`src/rtl/packet_field_modifier_defines.svh`:
```
// Assertion macros shared by the packet field modifier modules.
// Each macro expects signals named clk and rst_n in the using module.
`ifndef PACKET_FIELD_MODIFIER_DEFINES_SVH
`define PACKET_FIELD_MODIFIER_DEFINES_SVH

// The condition holds at every clock edge out of reset.
`define PFM_ASSERT_ALWAYS(label, cond, msg) \
    label: assert property (@(posedge clk) disable iff (!rst_n) (cond)) else $error(msg);

// The consequent holds in the same cycle as the antecedent.
`define PFM_ASSERT_SAME(label, ante, cons, msg) \
    label: assert property (@(posedge clk) disable iff (!rst_n) (ante) |-> (cons)) \
        else $error(msg);

// The consequent holds in the cycle after the antecedent.
`define PFM_ASSERT_NEXT(label, ante, cons, msg) \
    label: assert property (@(posedge clk) disable iff (!rst_n) (ante) |=> (cons)) \
        else $error(msg);

`endif

```
`src/rtl/pfm_pkg.sv`:
```
// Package of the packet field modifier: transfer payload types, configuration
// record, register indexes and code constants. No dependencies.
package pfm_pkg;

    typedef struct packed {
        logic [7:0]  data_byte;
        logic [30:0] frame_index;
        logic        last_byte;
    } in_item_t;

    typedef struct packed {
        logic [7:0] out_byte;
        logic       out_last;
    } out_item_t;

    typedef struct packed {
        logic [10:0] field_offset;
        logic [1:0]  field_width_sel;
        logic [1:0]  vary_mode;
        logic [31:0] start_value;
        logic [31:0] step_size;
        logic [31:0] repeat_count;
        logic [31:0] field_mask;
        logic [11:0] header_length;
    } cfg_t;

    localparam logic [2:0] REG_FIELD_OFFSET    = 3'd0;
    localparam logic [2:0] REG_FIELD_WIDTH_SEL = 3'd1;
    localparam logic [2:0] REG_VARY_MODE       = 3'd2;
    localparam logic [2:0] REG_START_VALUE     = 3'd3;
    localparam logic [2:0] REG_STEP_SIZE       = 3'd4;
    localparam logic [2:0] REG_REPEAT_COUNT    = 3'd5;
    localparam logic [2:0] REG_FIELD_MASK      = 3'd6;
    localparam logic [2:0] REG_HEADER_LENGTH   = 3'd7;

    localparam logic [1:0] WIDTH_8BIT  = 2'd0;
    localparam logic [1:0] WIDTH_16BIT = 2'd1;
    localparam logic [1:0] WIDTH_32BIT = 2'd2;
    localparam logic [1:0] WIDTH_NONE  = 2'd3;

    localparam logic [1:0] MODE_INCREMENT = 2'd0;
    localparam logic [1:0] MODE_DECREMENT = 2'd1;
    localparam logic [1:0] MODE_RANDOM    = 2'd2;
    localparam logic [1:0] MODE_NONE      = 2'd3;

    localparam logic [31:0] LFSR_TAPS = 32'hB4BC_D35C;
    localparam logic [31:0] LFSR_SEED = 32'h0000_0001;

    localparam cfg_t CFG_RESET = '{
        field_offset:    11'd0,
        field_width_sel: WIDTH_NONE,
        vary_mode:       MODE_INCREMENT,
        start_value:     32'd0,
        step_size:       32'd1,
        repeat_count:    32'd1,
        field_mask:      32'hFFFF_FFFF,
        header_length:   12'd64
    };

endpackage

```
`src/rtl/pfm_addsub.sv`:
```
// Shared 33-bit adder and subtractor of the packet field modifier.
// Used by the value sequencer for division, multiplication and the final sum or difference.
module pfm_addsub (
    input  logic [32:0] op_a,
    input  logic [32:0] op_b,
    input  logic        sub,
    output logic [33:0] result
);
    assign result = sub ? ({1'b0, op_a} - {1'b0, op_b}) : ({1'b0, op_a} + {1'b0, op_b});
endmodule

```
`src/rtl/pfm_calc.sv`:
```
// Per-frame field value sequencer: restoring division for the frame modulo,
// shift-add multiplication by the step and the final sum or difference, all on pfm_addsub.
// Depends on pfm_pkg, pfm_addsub and packet_field_modifier_defines.svh.
`include "packet_field_modifier_defines.svh"

module pfm_calc (
    input  logic         clk,
    input  logic         rst_n,
    input  logic         start,
    input  logic [30:0]  frame_index,
    input  pfm_pkg::cfg_t cfg,
    input  logic [31:0]  lfsr,
    output logic         done,
    output logic [31:0]  value
);
    import pfm_pkg::*;

    typedef enum logic [3:0] {
        C_IDLE = 4'b0001,
        C_DIV  = 4'b0010,
        C_MUL  = 4'b0100,
        C_FIN  = 4'b1000
    } calc_state_t;

    calc_state_t state_reg, state_next;
    logic [30:0] dividend_reg, dividend_next;
    logic [31:0] rem_reg, rem_next;
    logic [31:0] acc_reg, acc_next;
    logic [31:0] mcand_reg, mcand_next;
    logic [4:0]  count_reg, count_next;
    logic [31:0] value_reg, value_next;

    logic [31:0] cnt_eff;
    logic [31:0] wmask;
    logic [32:0] op_a, op_b;
    logic        op_sub;
    logic [33:0] op_result;

    assign cnt_eff = (cfg.repeat_count == 32'd0) ? 32'd1 : cfg.repeat_count;

    always_comb
    begin
        case (cfg.field_width_sel)
            WIDTH_8BIT:  wmask = 32'h0000_00FF;
            WIDTH_16BIT: wmask = 32'h0000_FFFF;
            WIDTH_32BIT: wmask = 32'hFFFF_FFFF;
            default:     wmask = 32'h0000_0000;
        endcase
    end

    always_comb
    begin
        op_a   = {rem_reg, dividend_reg[30]};
        op_b   = {1'b0, cnt_eff};
        op_sub = 1'b1;
        case (state_reg)
            C_MUL:
            begin
                op_a   = {1'b0, acc_reg};
                op_b   = {1'b0, mcand_reg};
                op_sub = 1'b0;
            end
            C_FIN:
            begin
                op_a   = {1'b0, cfg.start_value};
                op_b   = (cfg.vary_mode == MODE_INCREMENT || cfg.vary_mode == MODE_DECREMENT)
                         ? {1'b0, acc_reg} : {1'b0, lfsr};
                op_sub = (cfg.vary_mode == MODE_DECREMENT);
            end
            default:
            begin
            end
        endcase
    end

    pfm_addsub u_addsub (
        .op_a   (op_a),
        .op_b   (op_b),
        .sub    (op_sub),
        .result (op_result)
    );

    always_comb
    begin
        state_next    = state_reg;
        dividend_next = dividend_reg;
        rem_next      = rem_reg;
        acc_next      = acc_reg;
        mcand_next    = mcand_reg;
        count_next    = count_reg;
        value_next    = value_reg;
        case (state_reg)
            C_IDLE:
            begin
                if (start)
                begin
                    dividend_next = frame_index;
                    rem_next      = 32'd0;
                    count_next    = 5'd30;
                    state_next    = C_DIV;
                end
            end
            C_DIV:
            begin
                dividend_next = {dividend_reg[29:0], 1'b0};
                rem_next      = op_result[33] ? op_a[31:0] : op_result[31:0];
                count_next    = count_reg - 5'd1;
                if (count_reg == 5'd0)
                begin
                    acc_next   = 32'd0;
                    mcand_next = cfg.step_size;
                    count_next = 5'd31;
                    state_next = C_MUL;
                end
            end
            C_MUL:
            begin
                if (rem_reg[0])
                begin
                    acc_next = op_result[31:0];
                end
                rem_next   = {1'b0, rem_reg[31:1]};
                mcand_next = {mcand_reg[30:0], 1'b0};
                count_next = count_reg - 5'd1;
                if (count_reg == 5'd0)
                begin
                    state_next = C_FIN;
                end
            end
            C_FIN:
            begin
                value_next = op_result[31:0] & cfg.field_mask & wmask;
                state_next = C_IDLE;
            end
            default:
            begin
                state_next = C_IDLE;
            end
        endcase
    end

    always_ff @(posedge clk or negedge rst_n)
    begin
        if (!rst_n)
        begin
            state_reg <= C_IDLE;
            count_reg <= 5'd0;
            value_reg <= 32'd0;
        end
        else
        begin
            state_reg <= state_next;
            count_reg <= count_next;
            value_reg <= value_next;
        end
    end

    always_ff @(posedge clk)
    begin
        dividend_reg <= dividend_next;
        rem_reg      <= rem_next;
        acc_reg      <= acc_next;
        mcand_reg    <= mcand_next;
    end

    assign done  = (state_reg == C_FIN);
    assign value = value_reg;

    `PFM_ASSERT_ALWAYS(a_calc_onehot, $onehot(state_reg), "calc state not one-hot")
    `PFM_ASSERT_SAME(a_rem_below_count, state_reg == C_DIV, rem_reg < cnt_eff,
        "partial remainder not below count")
    `PFM_ASSERT_NEXT(a_fin_to_idle, state_reg == C_FIN, state_reg == C_IDLE,
        "sequencer did not return to idle after finishing")

endmodule

```
`src/rtl/packet_field_modifier.sv`:
```
// The first byte of a frame waits while the field value is computed by the 31-step
// division and 32-step multiplication on one shared adder; other bytes need no computation.
// One byte per cycle within a frame unless the output stalls; each frame start stalls input.
// Reset (rst_n, asynchronous, active low) restores register defaults, clears the byte
// position and field value, and seeds the random generator with one.
// Depends on pfm_pkg, pfm_calc, pfm_addsub and packet_field_modifier_defines.svh.
`include "packet_field_modifier_defines.svh"

module packet_field_modifier #(
    parameter int unsigned MAX_HEADER_BYTES = 2048
) (
    input  logic                 clk,
    input  logic                 rst_n,
    input  logic                 src_valid,
    output logic                 src_stall,
    input  pfm_pkg::in_item_t    src_item,
    output logic                 dst_valid,
    input  logic                 dst_stall,
    output pfm_pkg::out_item_t   dst_item,
    input  logic                 cfg_valid,
    output logic                 cfg_ready,
    input  logic [2:0]           cfg_index,
    input  logic [31:0]          cfg_data
);
    import pfm_pkg::*;

    localparam int unsigned POS_W = $clog2(MAX_HEADER_BYTES);

    typedef enum logic [2:0] {
        ST_IDLE = 3'b001,
        ST_CALC = 3'b010,
        ST_EMIT = 3'b100
    } top_state_t;

    top_state_t  state_reg, state_next;
    cfg_t        cfg_reg, cfg_next;
    in_item_t    item_reg;
    logic [POS_W-1:0] pos_reg, pos_next;
    logic        value_ready_reg, value_ready_next;
    logic [31:0] lfsr_reg, lfsr_next;
    logic        out_valid_reg, out_valid_next;
    out_item_t   out_reg, out_next;

    logic        accept;
    logic        slot_free;
    logic        commit;
    logic        calc_done;
    logic [31:0] field_value;
    in_item_t    cur_item;
    logic [7:0]  merged_byte;

    assign accept    = src_valid && !src_stall;
    assign src_stall = (state_reg != ST_IDLE);
    assign slot_free = !out_valid_reg || !dst_stall;
    assign cfg_ready = 1'b1;
    assign cur_item  = (state_reg == ST_IDLE) ? src_item : item_reg;
    assign commit    = (accept && value_ready_reg && slot_free) ||
                       (state_reg == ST_EMIT && slot_free);

    pfm_calc u_calc (
        .clk         (clk),
        .rst_n       (rst_n),
        .start       (accept && !value_ready_reg),
        .frame_index (src_item.frame_index),
        .cfg         (cfg_reg),
        .lfsr        (lfsr_reg),
        .done        (calc_done),
        .value       (field_value)
    );

    always_comb
    begin
        logic [2:0]  nb;
        logic [31:0] hlen;
        logic [31:0] off;
        logic [31:0] pos;
        logic [31:0] lane_full;
        logic [1:0]  lane;
        logic [7:0]  m;
        logic [7:0]  nv;
        case (cfg_reg.field_width_sel)
            WIDTH_8BIT:  nb = 3'd1;
            WIDTH_16BIT: nb = 3'd2;
            WIDTH_32BIT: nb = 3'd4;
            default:     nb = 3'd0;
        endcase
        hlen = (32'(cfg_reg.header_length) > 32'(MAX_HEADER_BYTES))
               ? 32'(MAX_HEADER_BYTES) : 32'(cfg_reg.header_length);
        off       = 32'(cfg_reg.field_offset);
        pos       = 32'(pos_reg);
        lane_full = 32'(nb) - 32'd1 - (pos - off);
        lane      = lane_full[1:0];
        m         = cfg_reg.field_mask[{lane, 3'b000} +: 8];
        nv        = field_value[{lane, 3'b000} +: 8];
        merged_byte = cur_item.data_byte;
        if (nb != 3'd0 && cfg_reg.vary_mode != MODE_NONE && off + 32'(nb) <= hlen &&
            pos >= off && pos < off + 32'(nb))
        begin
            merged_byte = (cur_item.data_byte & ~m) | (nv & m);
        end
    end

    always_comb
    begin
        cfg_next = cfg_reg;
        if (cfg_valid && cfg_ready)
        begin
            case (cfg_index)
                REG_FIELD_OFFSET:    cfg_next.field_offset    = cfg_data[10:0];
                REG_FIELD_WIDTH_SEL: cfg_next.field_width_sel = cfg_data[1:0];
                REG_VARY_MODE:       cfg_next.vary_mode       = cfg_data[1:0];
                REG_START_VALUE:     cfg_next.start_value     = cfg_data;
                REG_STEP_SIZE:       cfg_next.step_size       = cfg_data;
                REG_REPEAT_COUNT:    cfg_next.repeat_count    = cfg_data;
                REG_FIELD_MASK:      cfg_next.field_mask      = cfg_data;
                REG_HEADER_LENGTH:   cfg_next.header_length   = cfg_data[11:0];
                default:             cfg_next = cfg_reg;
            endcase
        end
    end

    always_comb
    begin
        state_next       = state_reg;
        pos_next         = pos_reg;
        value_ready_next = value_ready_reg;
        lfsr_next        = lfsr_reg;
        out_valid_next   = out_valid_reg && dst_stall;
        out_next         = out_reg;
        case (state_reg)
            ST_IDLE:
            begin
                if (accept)
                begin
                    if (!value_ready_reg)
                    begin
                        lfsr_next  = {1'b0, lfsr_reg[31:1]} ^ (lfsr_reg[0] ? LFSR_TAPS : 32'd0);
                        state_next = ST_CALC;
                    end
                    else if (!slot_free)
                    begin
                        state_next = ST_EMIT;
                    end
                end
            end
            ST_CALC:
            begin
                if (calc_done)
                begin
                    value_ready_next = 1'b1;
                    state_next       = ST_EMIT;
                end
            end
            ST_EMIT:
            begin
                if (slot_free)
                begin
                    state_next = ST_IDLE;
                end
            end
            default:
            begin
                state_next = ST_IDLE;
            end
        endcase
        if (commit)
        begin
            out_valid_next    = 1'b1;
            out_next.out_byte = merged_byte;
            out_next.out_last = cur_item.last_byte;
            if (cur_item.last_byte)
            begin
                pos_next         = '0;
                value_ready_next = 1'b0;
            end
            else if (pos_reg != POS_W'(MAX_HEADER_BYTES - 1))
            begin
                pos_next = pos_reg + 1'b1;
            end
        end
    end

    always_ff @(posedge clk or negedge rst_n)
    begin
        if (!rst_n)
        begin
            state_reg       <= ST_IDLE;
            cfg_reg         <= CFG_RESET;
            pos_reg         <= '0;
            value_ready_reg <= 1'b0;
            lfsr_reg        <= LFSR_SEED;
            out_valid_reg   <= 1'b0;
        end
        else
        begin
            state_reg       <= state_next;
            cfg_reg         <= cfg_next;
            pos_reg         <= pos_next;
            value_ready_reg <= value_ready_next;
            lfsr_reg        <= lfsr_next;
            out_valid_reg   <= out_valid_next;
        end
    end

    always_ff @(posedge clk)
    begin
        out_reg <= out_next;
        if (accept)
        begin
            item_reg <= src_item;
        end
    end

    assign dst_valid = out_valid_reg;
    assign dst_item  = out_reg;

    `PFM_ASSERT_ALWAYS(a_top_onehot, $onehot(state_reg), "top state not one-hot")
    `PFM_ASSERT_SAME(a_no_value_in_calc, state_reg == ST_CALC, !value_ready_reg,
        "field value marked ready while it is being computed")
    `PFM_ASSERT_SAME(a_done_in_calc, calc_done, state_reg == ST_CALC,
        "sequencer finished outside the compute state")
    `PFM_ASSERT_NEXT(a_direct_result, accept && value_ready_reg && slot_free, dst_valid,
        "mid-frame byte did not reach the output register")

endmodule

```
`config.mk`:
```
export PLATFORM = sky130hd
export DESIGN_NAME = packet_field_modifier
export DESIGN_NICKNAME = d
export VERILOG_FILES = /design/src/rtl/pfm_pkg.sv /design/src/rtl/pfm_addsub.sv /design/src/rtl/pfm_calc.sv /design/src/rtl/packet_field_modifier.sv
export VERILOG_INCLUDE_DIRS = /design/src /design/src/rtl
export SDC_FILE = /design/constraint.sdc
export NUM_CORES = 1
export LEC_CHECK = 0
export BUFFER_PORTS_ARGS = -buffer_cell sky130_fd_sc_hd__buf_2
export CORE_MARGIN = 3
export CORE_UTILIZATION = 40
export CTS_CLUSTER_SIZE = 16
export DETAILED_ROUTE_END_ITERATION = 8
export GPL_TIMING_DRIVEN = 1
export PLACE_DENSITY = 0.56
export SLEW_MARGIN = 20
export SYNTH_ARGS = -nofsm -noshare
export SYNTH_HDL_FRONTEND = slang
export SYNTH_SLANG_ARGS = --single-unit
```
`constraint.sdc`:
```
create_clock -name clk -period 7.78 [get_ports clk]
set_clock_uncertainty 0.2 [all_clocks]
set_input_delay 0.389 -clock clk [delete_from_list [all_inputs] [get_ports clk]]
set_output_delay 0.389 -clock clk [all_outputs]
set_load 0.005 [all_outputs]
```
==> results of run 1 <==
[where the power goes]
group          leakage (nW)  total [mW]  switching, mW  internal (mW)
Sequential             4.20        3.08          0.374           2.71
Clock                 0.737        2.17          0.893           1.28
Combinational          5.35        3.55           2.22           1.34
Total                  10.3        8.81           3.48           5.32
[per-layer routing]
metal	GRT usage	routed length, um
met1	0.311	28400
met2	0.356	29000
met3	0.0333	3680
met4	0.0806	2170
met5	0	13
[critical path, delay by kind of cell (launching register included)]
family / cells / cell delay, ps
buf+inv: 2 / 390
xor+xnor: 2 / 600
simple gates: 10 / 2810
flops: 1 / 410
compound gates: 7 / 1680
fa+ha+maj: 2 / 580
[cells by family (layout without fill, tap and decap cells)]
kind of cell,Yosys count,count (layout)
simple gates,692,692
flops,389,389
compound gates,354,354
mux,223,223
buf+inv,158,327
xor+xnor,95,95
fa+ha+maj,81,81
other cells,1,1
[Yosys cell counts, types with 7 or more instances]
| library cell | instances |
|---|---|
| nand2_1 | 380 |
| dfrtp_1 | 204 |
| mux2_2 | 172 |
| edfxtp_1 | 145 |
| nor2_1 | 95 |
| o21ai_0 | 86 |
| a21oi_1 | 79 |
| ha_1 | 78 |
| clkbuf_1 | 75 |
| nand3_1 | 71 |
| xnor2_1 | 56 |
| inv_1 | 51 |
| dfstp_2 | 40 |
| xor2_1 | 37 |
| mux2i_1 | 35 |
| nor3_1 | 34 |
| o211ai_1 | 32 |
| a22oi_1 | 31 |
| a21o_1 | 24 |
| nand4_1 | 22 |
| mux4_2 | 16 |
| buf_1 | 15 |
| nand2b_1 | 14 |
| and3_1 | 13 |
| a211o_1 | 11 |
| nor4_1 | 10 |
| and2_1 | 9 |
| buf_2 | 9 |
| nor2b_1 | 9 |
| o21a_1 | 9 |
| a221o_1 | 7 |
| o311ai_1 | 7 |
[worst max path at each step]
| stage | end | startpoint | slack (ps) |
|---|---|---|---|
| CTS | u_calc.rem_reg[26] | cfg_reg[70] | 1030 |
| floorplan | u_calc.rem_reg[19] | u_calc.state_reg[1] | 2200 |
| finish | u_calc.rem_reg[26] | cfg_reg[70] | 870 |
| detailed placement | u_calc.rem_reg[26] | cfg_reg[70] | 1040 |
| global placement | u_calc.rem_reg[26] | cfg_reg[70] | 1070 |
| global route | u_calc.rem_reg[26] | cfg_reg[70] | 470 |
[layout make-up]
cell class,instances,area (sq um)
Clock inverter,21,275
Multi-Input combinational cell,1446,10100
Sequential cell,389,10500
Inverter,51,191
Timing Repair Buffer,193,1430
Tap cell,680,851
Clock buffer,62,1230
Fill cell,4704,27200
[metrics by stage]
stage / cells / utilization / setup slack (ps) / instance area (sq um)
3_5_place_dp: 2686 / 0.431 / 1040 / 22300
4_1_cts: 2842 / 0.474 / 1030 / 24600
2_1_floorplan: 1993 / - / 2200 / 21200
3_3_place_gp: 2686 / 0.431 / 1070 / 22300
6_report: 2842 / 0.474 / 866 / 24600
5_1_grt: 2842 / 0.474 / 467 / 24600
[timing repair]
action	in CTS	in global routing
endpoints found under the hold margin	243	0
setup endpoints to repair	0	0
hold buffers	73	0
==> results.md, run 1 <==
* Vias/cell at 5.63
* Clock Sinks at 389
* H-tree levels at 2
* Crit Path Max Fanout at 20
* Sequential area share after synthesis at 0.496
* Setup bufs post-CTS at 0
* Via count at 16000
* Starting DRT DRC Count at ~1400
* Mux cell area share after synthesis at 0.125
* EDFF count, synth at 145
* Leading cell type in the layout, fill and taps excluded: nand2_1
* 1st-pass router iterations at 5
* Post-synthesis xor/xnor area fraction at 0.0405
* I/O Pins at between 90 and 100
* Critical-path cell list: nor4_1 > nand4_1 > nor4_1 > or2_2 > inv_1 > ha_1 > nand2_1 > nand2_1 > o21ai_0 > nor2_1 > xnor2_1 > ha_1 > a21oi_1 > o21ai_1 > nor2_1 > o311ai_1 > and2_1 > o21ai_0 > o21ai_1 > xnor2_4 > buf_4 > nor3_1 > a211o_1
* Period utilization at 0.889
* Area of the mapped netlist at 21200 sq um
* Largest net degree at the start of global routing at 131
* Smallest hold slack at between 20 and 25 ps
* Share of the synthesized area in the top cell type at 0.241
* Synth Instances at approximately 2000
* MaxCap Viol Count at 0
* Inserted Diodes at 0
* Cell taking the most area after synthesis: dfrtp_1
* R2R cell count at 23
* Fin nets at 2287
* R2r endpoint: u_calc.rem_reg[26]
* Die H at 236 um
* Final Max Tran Viols at 0
* Hold EP: cfg_reg[43]
* Warnings, synthesis at 0
* Final Total Pwr at 8.81 mW
* Starting Density at 0.409
* WS Path Type: flop to flop
* Die area at between 50000 and 60000 sq um
* Clk Latency, worst-skew pair at roughly 590 ps
* Largest family of logic cells by synthesized area: simple AND/OR/NAND/NOR gates
* Required time of the critical path at 7900 ps
* CP peak stage delay at between 800 and 900 ps
* Worst slew pin tran at 1020 ps
* CTS root buf: clkbuf_16
* First-pass GRT wire length at 97100 um
* Inserted Clock Buffers at 45
* Flops & latches, synth at 389
* Worst hold path type: input port to flop
* Status: complete, no violations
* Hold Fails Final Rpt at 0
* Simple-Gate Fraction of Synth Area at 0.148
* Pleak at 10.3 nW
* Critical path startpoint category: flop
* Min-Delay Startpoint: cfg_data[31]
* Core ar. at 51800 sq um
* Slowest stage cell, crit path: nor4_1
* Hold Path Stages at 2
* Number of global-route vias before repair at around 16000
* Mean post-synth cell area at 10.6 sq um
* Post-Route Setup TNS at 0 ps
* Max reg flops at 155
* Netlist cell types at 82
* Post-synthesis compound-gate area fraction at 0.111
* DR WL/cell at 22.2 um
* CTS clock-pin slew for the worst setup and hold paths at around 60 ps
* CTS tree: built
* GR Overflow Total at 0
* Post-route ant nets at 0
* Post-synth top flop: dfrtp_1
* Max Fclk at 0.145 GHz
* Most frequent cells in the layout: 380 x nand2_1, 203 x dfrtp_1, 172 x mux2_2, 145 x edfxtp_1, 93 x nor2_1
* Async set-reset flop share out of synthesis at 0.627
* Arrival time at the worst endpoint at 7030 ps
* VDD IR max at ~0.19 mV
* Slew margin rel. at 0.313
* Pwr/cell area at 358 nW/um^2
* Row count at 83
* Final Wtd Congestion at 0.915
* PortBufs at 90
* DRC Markers at 0
* Flop2flop setup slack at 870 ps
* Share of cells above drive strength 1 at 0.206
* Synth Area in Adders at 0.0489
* Area contributors post-synth: dfrtp_1 24%, edfxtp_1 21%, mux2_2 9.1%, nand2_1 6.7%, dfstp_2 5.0%
* Initial antenna violation count at 1
* RSZ-0062 raised after global routing: false
* Crit. End Element: flop
* Detailed placement HPWL at about 44000 um
* Die span in x at 236 um
* Final setup viols at 0
* Clock tree buffer depth at 3
* Post-synth net total at 2154
* Post-CTS sizing at 0
* Synth-to-layout area growth at 16.0%
* Final min period at approximately 7000 ps
* Crit Reg-Reg Startpoint: cfg_reg[70]
* Total track usage at 0.224
* Final wirelength at 63200 um
No activity file was read; power rests on OpenSTA's default activity.
==> inputs of run 2 (changes only) <==
Clock period 7.78 ns to 8.7 ns, I/O delays scaled along.
==> run 2 against run 1 <==
Cell count down 0.32%. Sequential share of layout area up 0.24 points. Setup slack better by 780 ps. Critical endpoint unchanged. Utilization down 0.26 points. Count of clock-buffer cells in the layout up 1. Sequential cell count unchanged. Non-clock buffer count down 7. Final area down 0.55%. Routed wire length down 1.5%. Via count down 0.44%. Largest power group unchanged.
==> results.md, run 2 (same netlist as run 1, synthesis figures left out) <==
* Crit Path Max Fanout at 36 (+80%)
* Min-Delay Startpoint: cfg_data[30]
* Crit Reg-Reg Startpoint: cfg_reg[70]
* Final min period at 7050 ps (+137 ps)
* Worst hold path type: input port to flop
* 1st-pass router iterations at 5 (unchanged)
* Inserted Diodes at 0 (unchanged)
* MaxCap Viol Count at 0 (unchanged)
* Multi-input logic area at 10100 sq um (about the same)
* Critical path startpoint category: flop
* Clk Latency, worst-skew pair at 590 ps (about the same)
* Slew margin rel. at 0.240 (-0.0723)
* Filler cell count at 4782 (+1.7%)
* Post-route ant nets at 0 (unchanged)
* Die H at 236 um (unchanged)
* PortBufs at 90 (unchanged)
* Placed cells at 2684 (-0.074%)
* Required time of the critical path at 8820 ps (+920 ps)
* Fin cells at 2833 (-0.32%)
* Share of cells above drive strength 1 at 0.203 (-0.00239)
* Core ar. at 51800 sq um (unchanged)
* Initial antenna violation count at 0 (-1)
* Starting Density at 0.409 (unchanged)
* DR WL/cell at 22.0 um (-1.2%)
* R2R cell count at 20 (-13%)
* H-tree levels at 2 (unchanged)
* Row count at 83 (unchanged)
* Leading cell type in the layout, fill and taps excluded: nand2_1
* Synth-to-layout area growth at 15.4%
* Setup WS pre-CTS at 1610 ps (+565 ps)
* Largest net degree at the start of global routing at 144 (+9.9%)
* RSZ-0062 raised after global routing: false
* Detailed placement HPWL at 43400 um (-1.0%)
* Crit. End Element: flop
* Die area at 55800 sq um (unchanged)
* Hold EP: cfg_reg[42]
* Worst slew pin tran at 1140 ps (+119 ps)
* Final setup margin at 1650 ps (+783 ps)
* I/O Pins at 92 (unchanged)
* Smallest hold slack at 33.2 ps (+9.89 ps)
* R2r endpoint: u_calc.rem_reg[26]
* DRC Markers at 0 (unchanged)
* Number of global-route vias before repair at 15900 (-1.2%)
* Vias/cell at 5.62 (-0.13%)
* Via count at 15900 (-0.44%)
* CTS tree: built
* Inserted Clock Buffers at 44 (-2.2%)
* Status: complete, no violations
* Slowest stage cell, crit path: xnor2_4
* Clock tree buffer depth at 3 (unchanged)
* Post-Route Setup TNS at 0 ps (unchanged)
* Pleak at 10.2 nW (-0.59%)
* Final setup viols at 0 (unchanged)
* Hold Path Stages at 2 (unchanged)
* Max reg flops at 155 (unchanged)
* FF/Latch Area at 10500 sq um (unchanged)
* Arrival time at the worst endpoint at 7170 ps (+140 ps)
* Hold Fails Final Rpt at 0 (unchanged)
* M1 WL at 28600 um (+0.67%)
* CTS clock-pin slew for the worst setup and hold paths at 60 ps (about the same)
* Final core utilization at 0.472 (-0.00261)
* VDD IR max at 0.194 mV (+4.1%)
* Final Max Tran Viols at 0 (unchanged)
* GR Overflow Total at 0 (unchanged)
* Final Wtd Congestion at 0.901 (-1.6%)
* DR WL met2 at 28500 um (-1.6%)
* Max Fclk at 0.142 GHz (-1.9%)
* Pwr/cell area at 317 nW/um^2 (-12%)
* Buf+Inv Stages, Crit Path at 2 (unchanged)
* Critical-path cell list: nor4_1 > nand4_1 > nor4_1 > or2_2 > inv_1 > ha_1 > a21oi_1 > xnor2_1 > ha_1 > a21o_1 > a31o_2 > o21ai_0 > o311ai_1 > and2_1 > o21ai_0 > o21ai_1 > xnor2_4 > buf_4 > nor3_1 > a211o_1
* Die span in x at 236 um (unchanged)
* Starting DRT DRC Count at 1348 (-1.3%)
* Setup bufs post-CTS at 0 (unchanged)
* Clock Sinks at 389 (unchanged)
* Fin nets at 2279 (-0.35%)
* Total track usage at 0.221 (-0.00269)
* Most frequent cells in the layout: 380 x nand2_1, 203 x dfrtp_1, 172 x mux2_2, 145 x edfxtp_1, 93 x nor2_1
* Final wirelength at 62300 um (-1.5%)
* CP peak stage delay at 790 ps (-30 ps)
* WS Path Type: flop to flop
* Top layer reached by signal wires: met4
* Metal3 WL at 3280 um (-11%)
* Critical Path Stages at 20 (-13%)
* CP top delay family: simple AND/OR/NAND/NOR gates
* First-pass GRT wire length at 96300 um (-0.82%)
* Period utilization at 0.810 (-0.0782)
* CTS root buf: clkbuf_16
* Flop2flop setup slack at 1650 ps (+780 ps)
## run 2: layer usage
metal  up-vias  GRT usage
met3        86     0.0379
li1       7450          -
met4         0     0.0671
met1      7969      0.311
met2       430      0.349
met5         -          0
## run 2: through the flow
step / cell area [sq um] / power (mW)
detailed placement: 22300 / 5.88
global route: 24400 / 8.19
CTS: 24400 / 7.79
finish: 24400 / 7.74
floorplan: 21200 / 4.83
global placement: 22300 / 5.83
## run 2: how the worst max path moves through the flow
stage / startpoint / to / slack (ps)
6_report: cfg_reg[70] / u_calc.rem_reg[26] / 1650
5_1_grt: u_calc.state_reg[0] / u_calc.rem_reg[26] / 1050
4_1_cts: cfg_reg[70] / u_calc.rem_reg[7] / 1590
3_5_place_dp: cfg_reg[70] / u_calc.rem_reg[26] / 1610
3_3_place_gp: cfg_reg[70] / u_calc.rem_reg[26] / 1650
2_1_floorplan: u_calc.state_reg[1] / u_calc.rem_reg[19] / 3120
## run 2: what timing repair did
| action | 4_1_cts | 5_1_grt |
|---|---|---|
| gates resized for setup | 0 | 0 |
| endpoints found under the hold margin | 208 | 0 |
| hold buffers | 68 | 0 |
## run 2: power by group
part,internal [mW],switching [mW]
registers,2.42,0.378
logic,1.19,1.90
clock network,1.07,0.777
## run 2: worst reg2reg max path, cell delays in order (launching register included)
cell,delay (ps)
dfrtp_1,420
nor4_1,740
nand4_1,360
nor4_1,530
or2_2,210
inv_1,40
ha_1,200
a21oi_1,160
xnor2_1,160
ha_1,320
a21o_1,210
a31o_2,220
o21ai_0,420
o311ai_1,190
and2_1,220
o21ai_0,360
o21ai_1,280
xnor2_4,790
buf_4,390
nor3_1,90
a211o_1,290
## run 2: area by class of cell
class | count | share of cell area
clock buffer | 63 | 0.0513
sequential | 389 | 0.430
inverter | 51 | 0.00783
tap | 680 | 0.0348
clock inverter | 18 | 0.00727
multi-input combinational | 1446 | 0.412
timing repair buffer | 186 | 0.0563
